$ cat src/hdl/ves_pkg.sv
`timescale 1ns / 1ps
// ----------------------------------------------------------------------------
// ves_pkg
// Shared types and constants of the voxel ellipsoid sculpt block.
// ----------------------------------------------------------------------------
package ves_pkg;

    localparam int DEF_MAX_WIDTH  = 32;
    localparam int DEF_MAX_HEIGHT = 32;
    localparam int DEF_MAX_DEPTH  = 32;

    localparam int COORD_W = 8;
    localparam int DIV_DW  = 30;
    localparam int DIV_SW  = 22;

    localparam logic [1:0] ACT_READ  = 2'd0;
    localparam logic [1:0] ACT_WRITE = 2'd1;
    localparam logic [1:0] ACT_FILL  = 2'd2;
    localparam logic [1:0] ACT_CARVE = 2'd3;

    localparam logic [1:0] REG_GRID_WIDTH  = 2'd0;
    localparam logic [1:0] REG_GRID_HEIGHT = 2'd1;
    localparam logic [1:0] REG_GRID_DEPTH  = 2'd2;

    localparam logic [31:0] UNIT_SCALE  = 32'd1000;
    // x / 3921569 == (x * CARVE_RECIP) >> 52 for every x below 2^30
    localparam logic [31:0] CARVE_RECIP = 32'd1148417796;

    typedef struct packed {
        logic              start;
        logic [DIV_DW-1:0] dividend;
        logic [DIV_SW-1:0] divisor;
    } div_req_t;

    typedef struct packed {
        logic              busy;
        logic              done;
        logic [DIV_DW-1:0] quotient;
    } div_rsp_t;

endpackage

$ cat src/hdl/ves_div.sv
`timescale 1ns / 1ps
// ----------------------------------------------------------------------------
// ves_div
// Restoring divider, one quotient bit per cycle.
// ----------------------------------------------------------------------------
module ves_div (
    input  logic              clk,
    input  logic              rst_n,
    input  ves_pkg::div_req_t req,
    output ves_pkg::div_rsp_t rsp
);
    import ves_pkg::*;

    localparam int CNT_W = $clog2(DIV_DW + 1);

    logic [DIV_SW:0]   rem_reg, rem_next;
    logic [DIV_DW-1:0] dvd_reg, dvd_next;
    logic [DIV_SW-1:0] dvs_reg, dvs_next;
    logic [CNT_W-1:0]  cnt_reg, cnt_next;
    logic              busy_reg, busy_next;
    logic              done_reg, done_next;
    logic [DIV_SW+1:0] trial;
    logic [DIV_SW:0]   shifted;

    always_comb
    begin
        rem_next  = rem_reg;
        dvd_next  = dvd_reg;
        dvs_next  = dvs_reg;
        cnt_next  = cnt_reg;
        busy_next = busy_reg;
        done_next = 1'b0;
        shifted   = {rem_reg[DIV_SW-1:0], dvd_reg[DIV_DW-1]};
        trial     = {1'b0, shifted} - {2'b0, dvs_reg};
        if (req.start)
        begin
            rem_next  = '0;
            dvd_next  = req.dividend;
            dvs_next  = req.divisor;
            cnt_next  = CNT_W'(DIV_DW);
            busy_next = 1'b1;
        end
        else if (busy_reg)
        begin
            if (!trial[DIV_SW+1])
            begin
                rem_next = trial[DIV_SW:0];
                dvd_next = {dvd_reg[DIV_DW-2:0], 1'b1};
            end
            else
            begin
                rem_next = shifted;
                dvd_next = {dvd_reg[DIV_DW-2:0], 1'b0};
            end
            cnt_next = cnt_reg - 1'b1;
            if (cnt_reg == CNT_W'(1))
            begin
                busy_next = 1'b0;
                done_next = 1'b1;
            end
        end
    end

    always_ff @(posedge clk or negedge rst_n)
    begin
        if (!rst_n)
        begin
            busy_reg <= 1'b0;
            done_reg <= 1'b0;
            cnt_reg  <= '0;
        end
        else
        begin
            busy_reg <= busy_next;
            done_reg <= done_next;
            cnt_reg  <= cnt_next;
        end
    end

    always_ff @(posedge clk)
    begin
        rem_reg <= rem_next;
        dvd_reg <= dvd_next;
        dvs_reg <= dvs_next;
    end

    assign rsp.busy     = busy_reg;
    assign rsp.done     = done_reg;
    assign rsp.quotient = dvd_reg;

endmodule

$ cat config.mk
export PLATFORM = sky130hd
export DESIGN_NAME = ves_div
export DESIGN_NICKNAME = d
export VERILOG_FILES = /design/src/hdl/ves_pkg.sv /design/src/hdl/ves_div.sv
export SDC_FILE = /design/constraint.sdc
export NUM_CORES = 1
export LEC_CHECK = 0
export ABC_AREA = 0
export BUFFER_PORTS_ARGS = -buffer_cell sky130_fd_sc_hd__buf_2
export CELL_PAD_IN_SITES_DETAIL_PLACEMENT = 0
export CELL_PAD_IN_SITES_GLOBAL_PLACEMENT = 1
export CORE_ASPECT_RATIO = 1.5
export CORE_MARGIN = 2
export CORE_UTILIZATION = 44
export DETAILED_ROUTE_END_ITERATION = 10
export PLACE_DENSITY = 0.77
export SLEW_MARGIN = 5
export SYNTH_ARGS = -nofsm -noshare
export SYNTH_HDL_FRONTEND = slang
export SYNTH_SLANG_ARGS = --single-unit
$ cat constraint.sdc
create_clock -name clk -period 4.43 [get_ports clk]
set_clock_uncertainty 0.2 [all_clocks]
set_input_delay 0.2215 -clock clk [delete_from_list [all_inputs] [get_ports clk]]
set_output_delay 0.2215 -clock clk [all_outputs]
set_load 0.02 [all_outputs]
# After elaboration in Yosys (flattened, before gate mapping)
# Cells that the tools add are included.
word_totals:
  out_inout_bits: 32
  mem_count: 0
  latch_bits: 0
  in_bits: 55
  regBits: 81
  mem_bits_rw: 0
  romBits: 0
  wordCells: 22
op_classes:
  mux: 12
  addsub: 2
  shifts: 0
  n_eq_ne: 1
  bitwise: 0
  n_reduce_logical: 1
  n_div: 0
  magnitude_cmp: 0
  n_mul: 0
op_table:
  columns: ["cell", "count"]
  rows:
  - ["2-to-1 mux 30 bit", 2]
  - ["subtractor 23 x 22 -> 24 bit", 1]
  - ["2-to-1 mux 22 bit", 1]
  - ["2-to-1 mux 5 bit", 2]
  - ["2-to-1 mux 1 bit", 7]
  - ["equality test 5 x 1 -> 1 bit, second input constant", 1]
  - ["subtractor 5 x 1 -> 5 bit, second input constant", 1]
  - ["nonzero test 2 bit", 1]

# Longest topological paths before layout
# Gate-level depths: netlist of run 1.
depth:
  depth_word: 4
  mapped_depth: 12
  ltp_nobuf: 11

# Worst setup path before layout of run 1
# No wires, ideal clock.
synth_timing:
  path_type: "reg-to-reg"
  from: "register dvd_reg[29]"
  to: "register rem_reg[20]"
  synth_period_minus_slack_ns: 3.266
  path_buffers: 0
  t_arrival_ns: 2.980
  t_required_ns: 4.144
  slack_ns: 1.164
  path_stages_with_launch: 12
  setup_ns: 0.086
  cell_sequence: "edfxtp_1 -> inv_1 -> ha_1 -> inv_1 -> fa_1 -> a211o_1 -> a211oi_2 -> nor4_2 -> o311a_1 -> o31ai_1 -> mux2_1 -> a221oi_2"
synth_via:
  elab_chain_len: 2
synth_lines:
  columns: ["element", "line", "rtl"]
  rows:
  - ["from (decl)", "ves_div.sv:17", "logic [DIV_DW-1:0] dvd_reg, dvd_next;"]
  - ["from (signal assigned)", "ves_div.sv:83", "dvd_reg <= dvd_next;"]
  - ["subtractor 23 x 22 -> 24 bit", "ves_div.sv:34", "trial = {1'b0, shifted} - {2'b0, dvs_reg};"]
  - ["2-to-1 mux 22 bit", "ves_div.sv:45", "if (!trial[DIV_SW+1])"]
  - ["to (signal assigned)", "ves_div.sv:82", "rem_reg <= rem_next;"]
  - ["to (decl)", "ves_div.sv:16", "logic [DIV_SW:0] rem_reg, rem_next;"]
# No other way between the ends.
# A chain may end at the register's enable or synchronous reset.

# Worst setup path after layout of run 1
# Same ends and word-level chain as after synthesis.

==> results of run 1 <==
-- routing by layer --
layer	global-route usage	share of wire
met5	0	0
met4	0.0706	0.018
met3	0.0455	0.036
met2	0.364	0.53
met1	0.236	0.42
-- synthesized netlist by cell type (all sizes together) (2+ instances only) --
| cell | count |
|---|---|
| mux2 | 31 |
| a21o | 8 |
| o22ai | 3 |
| o31a | 2 |
| a2111o | 2 |
| nand2b | 9 |
| xnor2 | 9 |
| a311oi | 11 |
| a211o | 5 |
| o311a | 2 |
| o211ai | 10 |
| clkbuf | 9 |
| nor3 | 6 |
| buf | 9 |
| or3 | 3 |
| o211a | 2 |
| nor4 | 2 |
| o41ai | 2 |
| a211oi | 6 |
| nand3 | 10 |
| or2 | 2 |
| o21ai | 14 |
| dfxtp | 22 |
| edfxtp | 52 |
| and3 | 3 |
| nor2 | 40 |
| nand2 | 36 |
| inv | 33 |
| or4b | 2 |
| xor2 | 2 |
| mux2i | 2 |
| o221ai | 3 |
| o21a | 2 |
| dfrtp | 7 |
| ha | 24 |
| a21oi | 27 |
| a21boi | 2 |
-- logic make-up (layout without fill, tap and decap cells) --
logic type / Yosys count / count (layout)
adder cells (fa/ha/maj): 25 / 25
AO/OA/AOI/OAI: 108 / 108
flip-flops: 81 / 81
multiplexers: 33 / 33
AND/OR/NAND/NOR: 118 / 118
buffers and inverters: 51 / 189
XOR/XNOR: 11 / 11
-- metrics by stage --
step	hold slack (ns)	std cells	worst slack (ns)	total power, uW
final	0.0196	682	1.06	3000
after global routing	0.0170	682	0.842	3190
after CTS	0.00660	682	1.03	3020
after detailed placement	-0.130	615	1.07	2220
after global placement	-0.136	615	1.11	2210
after floorplan	-0.274	427	1.16	1960
-- worst max-delay path, stage by stage, from the launching register on --
cell and delay, ns:
edfxtp_1 0.40, inv_1 0.08, ha_1 0.15, inv_1 0.05
fa_1 0.42, a211o_1 0.35, a211oi_2 0.32, nor4_2 0.12
o311a_1 0.34, o31ai_1 0.27, mux2_1 0.36, a221oi_2 0.22
-- worst min path at each step --
stage                 start           to  slack, ns  cells past startpoint
floorplan             rst_n     busy_reg      -0.27                      0
global placement      rst_n     busy_reg      -0.14                      1
detailed placement    rst_n   cnt_reg[1]      -0.13                      1
CTS                 req[28]   dvd_reg[6]      0.007                      2
global route        req[51]  dvd_reg[29]       0.02                      2
finish              req[51]  dvd_reg[29]       0.02                      2
-- area by class of cell --
| type | count | area (um^2) |
|---|---|---|
| Timing Repair Buffer | 140 | 963 |
| Sequential cell | 81 | 2180 |
| Multi-Input combinational cell | 295 | 2190 |
| Inverter | 33 | 124 |
| Clock inverter | 7 | 68.8 |
| Clock buffer | 9 | 225 |
| Tap cell | 117 | 146 |
| Fill cell | 869 | 4240 |
-- where the power goes --
group / switching [uW] / internal [uW] / total [uW]
clock: 310 / 437 / 746
combinational: 684 / 526 / 1210
sequential: 94.5 / 948 / 1040
==> results by group, run 1 <==
Outcome
  • Run status: finished, final reports clean

STA
  • Max Slew Vio Count: 0
  • FMAX: 0.297 GHz
  • RSZ-0062 raised after global routing: no
  • Worst Tran Pin Value: 1.18 ns
  • Max-slew headroom: 0.213
  • Min Tclk post-route: 3.37 ns
  • Final Setup Violations: 0
  • Period utilization: 0.760
  • Setup tns final: 0 ns
  • Hold Vio Cnt, Final: 0

Logic synthesis
  • Top cell type's share of synthesized area: 0.341
  • Synth warnings: 0
  • Syn Area/Cell: 10.7 um^2
  • Asr flop ratio synth: 0.0864
  • Post-Synthesis Cells: 427
  • Syn Std Cell Area: 0.00458 mm^2
  • Post-synthesis mux area share: 0.0806
  • Register area share after synthesis: 0.476
  • Simple-gate share of the synthesized area: 0.121
  • Post-synthesis compound-gate area fraction: 0.185
  • Flops & latches, synth: 81
  • XOR/XNOR share of the synthesized area: 0.0210
  • Dominant cells by area after synthesis: edfxtp_1 34%, dfxtp_1 9.6%, mux2_2 7.4%, ha_1 6.6%, dfrtp_1 3.8%
  • Largest family of logic cells by synthesized area: compound AO/OA/AOI/OAI gates
  • Adder-Cell Fraction of Synth Area: 0.0700
  • Synth cell types: 66
  • Cell taking the most area after synthesis: edfxtp_1
  • Primary FF master, synth: edfxtp_1
  • Post-synth EDFFs: 52
  • Synth Net Count: 507

Cells and area
  • Nets: 640
  • Most frequent cells in the layout: 86 x buf_2, 52 x edfxtp_1, 51 x dlygate4sd3_1
  • Synth-to-Final Area Change: 28.7%
  • Antenna diode count: 0
  • Leading cell type in the layout, fill and taps excluded: buf_2
  • Final Cell Area: 0.00589 mm^2
  • Layout cell share with drive strength beyond 1: 0.267
  • Max FFs per register: 30
  • Fin util: 0.581

Die
  • Standard-cell rows: 45
  • Die width: 87.3 um
  • Die Footprint: 0.0113 mm^2
  • Core ar.: 0.0101 mm^2
  • Initial Util: 0.452
  • I/O pins: 87
  • Die H: 129 um

Run
  • MaxCap Viol Count: 0

GRT
  • Vias in the first global route: 3808
  • Total gr overflow: 0
  • Largest net degree at the start of global routing: 59
  • GR Util All Layers: 0.204
  • Global-route wire length before repair: 17900 um
  • Initial antenna violation count: 0

Setup path
  • Crit. End Element: register
  • CP endpoint: rem_reg[20]
  • Reg-to-reg critical path startpoint: dvd_reg[29]
  • Kind of critical path: reg -> reg
  • Arr. time, crit path: 3.42 ns
  • CP startpoint: dvd_reg[29]
  • Setup slack, reg-to-reg: 1.06 ns
  • Crit-path max FO: 4
  • R2R Path End: rem_reg[20]
  • CP Launch Type: register
  • R2R depth: 11
  • Worst Path Required: 4.49 ns

Drt
  • Drt first pass iters: 4
  • Via count: 3760
  • Number of remaining DRC errors: 0
  • WL per Instance: 16.0 um
  • Post-route ant nets: 0
  • Via density: 5.51
  • Initial DRC count: 152
  • DRT Wirelength: 10900 um

Clock network
  • Clock Latency Late Sink: 0.34 ns
  • Setup bufs post-CTS: 0
  • CTS clk-pin slew, worst paths: 0.06 ns
  • TritonCTS Buffers: 9
  • Total clock sinks: 81
  • Post_cts resized: 0
  • CTS tree: built
  • Clock tree buffer depth: 2
  • Root Buffer: clkbuf_16
  • Hold_buf cts: 51
  • H-tree Lvls: 3

Placed design
  • Placer Congestion: 0.853
  • Placed instance area: 0.00509 mm^2
  • Port buffer count: 86
  • Dpl hpwl: 7330 um

Power and ir drop
  • Peak supply drop: 0.242 mV
  • Power per cell area: 509 mW/mm^2
  • Lkg Pwr: 0.00253 uW

Worst hold path
  • HP Class: in -> reg
Power figures use the tool's default switching activity.
==> run 2, diff against run 1 <==
Clock period 4.43 ns to 3.51 ns, I/O delays scaled along.
==> run 2 against run 1 <==
Clock power grew 25%. Total power up 28%. Combinational power rose by 31%. Global-route usage grew 0.90 points. Core utilization is 0.95 points higher. Critical path depth stayed put. Final area is 1.6% higher. Worst hold slack gained 0.086 ns. Critical endpoint unchanged. Largest cell class unchanged. Largest power group unchanged.
==> results by group, run 2 (synthesis gave the netlist of run 1 again) <==
Clock network
  • H-tree Lvls: 3
  • Setup bufs post-CTS: 0
  • Total clock sinks: 81
  • Clock tree buffer depth: 2
  • Clock Latency Late Sink: 0.34 ns
  • CTS clk-pin slew, worst paths: 0.06 ns
  • Root Buffer: clkbuf_16
  • CTS tree: built
  • TritonCTS Buffers: 9

Setup path
  • CP dominant cell by count: inv_1
  • Crit-path max FO: 3
  • Worst Path Required: 3.57 ns
  • Setup slack, reg-to-reg: 0.23 ns
  • Cell Chain, Critical Path: inv_1 > ha_1 > inv_1 > fa_1 > a211o_1 > a211oi_4 > nor4_2 > o311a_1 > o31ai_2 > mux2_1 > a221oi_2
  • CP Launch Type: register
  • Arr. time, crit path: 3.34 ns
  • Kind of critical path: reg -> reg
  • Crit-path slowest cell: fa_1
  • Max incr delay on CP: 0.42 ns
  • Buffers and inverters on the worst path: 2
  • Crit. End Element: register
  • CP top delay family: compound AO/OA/AOI/OAI gates

Placed design
  • Port buffer count: 86
  • Dpl ws: 0.160 ns
  • Placed instance area: 0.00514 mm^2
  • Placer Congestion: 0.828
  • Dpl hpwl: 7770 um

Worst hold path
  • HP Class: in -> reg

Power and ir drop
  • Peak supply drop: 0.339 mV
  • Lkg Pwr: 0.00257 uW
  • Power per cell area: 641 mW/mm^2

Drt
  • Drt first pass iters: 4
  • Via density: 5.45
  • Via count: 3769
  • Initial DRC count: 168
  • DRT Wirelength: 11300 um
  • Post-route ant nets: 0
  • WL per Instance: 16.3 um
  • Number of remaining DRC errors: 0

Die
  • Core ar.: 0.0101 mm^2
  • Die width: 87.3 um
  • Standard-cell rows: 45
  • Initial Util: 0.452
  • I/O pins: 87
  • Die H: 129 um
  • Die Footprint: 0.0113 mm^2

STA
  • Setup tns final: 0 ns
  • Hold Vio Cnt, Final: 0
  • Worst Tran Pin Value: 0.840 ns
  • Max Slew Vio Count: 0
  • FMAX: 0.305 GHz
  • Period utilization: 0.935
  • RSZ-0062 raised after global routing: no
  • Final worst slack: 0.227 ns
  • Max-slew headroom: 0.440
  • Fin Hold WS: 0.105 ns
  • Final Setup Violations: 0
  • Min Tclk post-route: 3.28 ns

GRT
  • GR Util All Layers: 0.213
  • Global-route wire length before repair: 18500 um
  • Largest net degree at the start of global routing: 32
  • Vias in the first global route: 3939
  • Initial antenna violation count: 0
  • Total gr overflow: 0

Cells and area
  • Nets: 650
  • Final Cell Area: 0.00599 mm^2
  • Fin util: 0.591
  • Layout cell share with drive strength beyond 1: 0.277
  • Max FFs per register: 30
  • Antenna diode count: 0
  • Synth-to-Final Area Change: 30.8%
  • Leading cell type in the layout, fill and taps excluded: buf_2
  • Most frequent cells in the layout: 86 x buf_2, 54 x dlygate4sd3_1, 52 x edfxtp_1

Run
  • MaxCap Viol Count: 0

Outcome
  • Run status: finished, final reports clean
[run 2: cell count changes in the layout (fill, tap and decap cells not counted), sizes merged]
cell / change
clkinv: -1
inv: -1
buf: +7
clkinvlp: +2
dlygate4sd3: +3
[run 2: cell type report]
| class | count | area [um^2] |
|---|---|---|
| fillers | 860 | 4150 |
| clock buffers | 9 | 225 |
| inverters | 33 | 124 |
| multi-input cells | 295 | 2200 |
| well taps | 117 | 146 |
| clock inverters | 7 | 70.1 |
| flip-flops and latches | 81 | 2180 |
| repair buffers | 150 | 1050 |
[run 2: what timing repair did]
item                       4_1_cts  5_1_grt
setup endpoints to repair        0        1
gates resized for setup          0        2
hold buffers                    54        0
hold endpoints to repair        59        0
[run 2: power breakdown]
part / total, uW / leakage (uW) / internal, uW / switching [uW]
combinational: 1580 / 0.00164 / 699 / 882
sequential: 1320 / 0.000787 / 1200 / 124
clock: 936 / 0.000137 / 550 / 386
total: 3840 / 0.00257 / 2450 / 1390
[run 2: metrics by stage]
step	total power, uW	instances
finish	3840	692
floorplan	2470	427
global route	4100	692
CTS	3840	692
detailed placement	2840	622
global placement	2830	622
[run 2: per-layer routing]
metal | part of all wire | global-route usage | vias to the layer above
met3 | 0.044 | 0.0526 | 19
li1 | - | - | 1862
met2 | 0.53 | 0.388 | 97
met4 | 0.025 | 0.0769 | 0
met1 | 0.40 | 0.234 | 1791
met5 | 0 | 0 | -
[run 2: worst paths after layout]
kind,end,cells past startpoint,from
max,rem_reg[20],11,dvd_reg[29]
min,cnt_reg[0],2,req[52]
max reg2reg,rem_reg[20],11,dvd_reg[29]
min in group asynchronous,cnt_reg[4],3,rst_n
max in group asynchronous,cnt_reg[2],3,rst_n
min reg2reg,rem_reg[21],1,rem_reg[21]
==> run 3, diff against run 2 <==
Settings changed: CORE_UTILIZATION 44 to 41, PLACE_DENSITY 0.77 to 0.72, SETUP_SLACK_MARGIN set to 0.4.
==> run 3 against run 2 <==
Register-to-register slack improved by 0.14 ns. Final area grew 1.5%. Global-route usage down 2.5 points. Routed wire length down 3.2%. Worst hold slack gained 0.18 ns. Non-clock buffer count increased by 1. Clock-buffer cell count grew 1. Core utilization is 3.5 points lower. Sequential power about the same.
==> results by group, run 3 (synthesis gave the netlist of run 1 again) <==
STA
  • Setup tns final: 0 ns
  • Max Slew Vio Count: 0
  • Max-slew headroom: 0.440
  • Worst Tran Pin Value: 0.839 ns
  • Final Setup Violations: 0
  • RSZ-0062 raised after global routing: yes
  • FMAX: 0.318 GHz
  • Period utilization: 0.896
  • Hold Vio Cnt, Final: 0
  • Fin Hold WS: 0.285 ns
  • Min Tclk post-route: 3.14 ns

Clock network
  • Total clock sinks: 81
  • Clock Latency Late Sink: 0.34 ns
  • TritonCTS Buffers: 9
  • H-tree Lvls: 3
  • CTS clk-pin slew, worst paths: 0.06 ns
  • Root Buffer: clkbuf_16
  • CTS tree: built
  • Clock tree buffer depth: 2

Placed design
  • Port buffer count: 86
  • Placed cells: 650
  • Dpl hpwl: 7640 um
  • Placer Congestion: 0.792

GRT
  • Global-route wire length before repair: 18000 um
  • Total gr overflow: 0
  • Largest net degree at the start of global routing: 54
  • GR Util All Layers: 0.188
  • Initial antenna violation count: 0
  • Vias in the first global route: 3719

Setup path
  • Kind of critical path: reg -> reg
  • R2R depth: 11
  • CP Launch Type: register
  • Worst Path Required: 3.57 ns
  • Crit. End Element: register
  • Crit-path max FO: 4
  • Arr. time, crit path: 3.20 ns

Die
  • Die H: 133 um
  • Core ar.: 0.0109 mm^2
  • Standard-cell rows: 47
  • I/O pins: 87
  • Die Footprint: 0.0120 mm^2
  • Die width: 90.3 um
  • Initial Util: 0.418

Cells and area
  • Non-Filler Instances: 723
  • Max FFs per register: 30
  • Nets: 651
  • Most frequent cells in the layout: 86 x buf_2, 55 x dlygate4sd3_1, 52 x edfxtp_1
  • Fin util: 0.555
  • Synth-to-Final Area Change: 32.8%
  • Antenna diode count: 0
  • Layout cell share with drive strength beyond 1: 0.285
  • Leading cell type in the layout, fill and taps excluded: buf_2

Worst hold path
  • HP Class: reg -> reg
  • Hold path depth: 2

Outcome
  • Run status: finished, final reports clean

Drt
  • Via density: 5.14
  • DRT Wirelength: 10900 um
  • Via count: 3713
  • Drt first pass iters: 4
  • Post-route ant nets: 0
  • Initial DRC count: 117
  • Number of remaining DRC errors: 0
  • WL per Instance: 15.1 um

Power and ir drop
  • Power per cell area: 645 mW/mm^2
  • Peak supply drop: 0.420 mV
  • Power Total: 3920 uW
  • Lkg Pwr: 0.00260 uW

Run
  • MaxCap Viol Count: 0
==> run 3: cell types whose count changed in the layout (fill, tap and decap cells not counted), sizes merged <==
cell / change
dlygate4sd3: +1
clkinv: -1
clkinvlp: -1
clkbuf: +1
bufinv: +1
==> run 3: cell type report <==
| class | count | area, um^2 |
|---|---|---|
| fill | 973 | 4860 |
| timing repair buffer | 151 | 1060 |
| tap | 147 | 184 |
| inverter | 33 | 124 |
| clock buffer | 10 | 229 |
| multi-input combinational | 295 | 2220 |
| sequential | 81 | 2180 |
| clock inverter | 6 | 90.1 |
==> run 3: per-stage QoR <==
stage | cell area, um^2 | setup slack (ns)
floorplan | 4580 | 0.356
global placement | 5160 | 0.297
detailed placement | 5160 | 0.209
CTS | 6070 | 0.242
global route | 6080 | 0.206
finish | 6080 | 0.365
==> run 3: timing repair <==
item / in CTS / in global routing
hold buffers: 55 / 0
gates resized for setup: 4 / 2
endpoints found under the setup margin: 1 / 3
hold endpoints to repair: 63 / 0
setup buffers: 1 / 1
pin swaps: 3 / 7
==> run 3: worst max-delay path: stages (launching register included) <==
cell and delay (ns):
edfxtp_1 0.38, inv_1 0.07, ha_2 0.18, inv_2 0.04
fa_2 0.36, a211o_1 0.31, a211oi_4 0.29, nor4_4 0.10
o311a_1 0.34, o31ai_2 0.24, mux2_4 0.33, a221oi_2 0.22
==> run 3: power breakdown <==
part	switching [uW]	internal [uW]
Clock	390	626
Sequential	118	1200
Combinational	881	706
==> run 3: per-layer routing <==
metal,track usage,vias to the layer above,share of wire
li1,-,1867,-
met1,0.210,1774,0.41
met2,0.349,59,0.54
met3,0.0430,13,0.033
met4,0.0615,0,0.015
met5,0,-,0
==> run 3: worst paths after layout <==
path                        startpoint           to  slack, ns
max reg2reg                dvd_reg[29]  rem_reg[20]       0.37
min                         rem_reg[7]   rem_reg[7]       0.29
min in group asynchronous        rst_n     done_reg       0.58
max in group asynchronous        rst_n   cnt_reg[1]       2.29
max                        dvd_reg[29]  rem_reg[20]       0.37
min reg2reg                 rem_reg[7]   rem_reg[7]       0.29
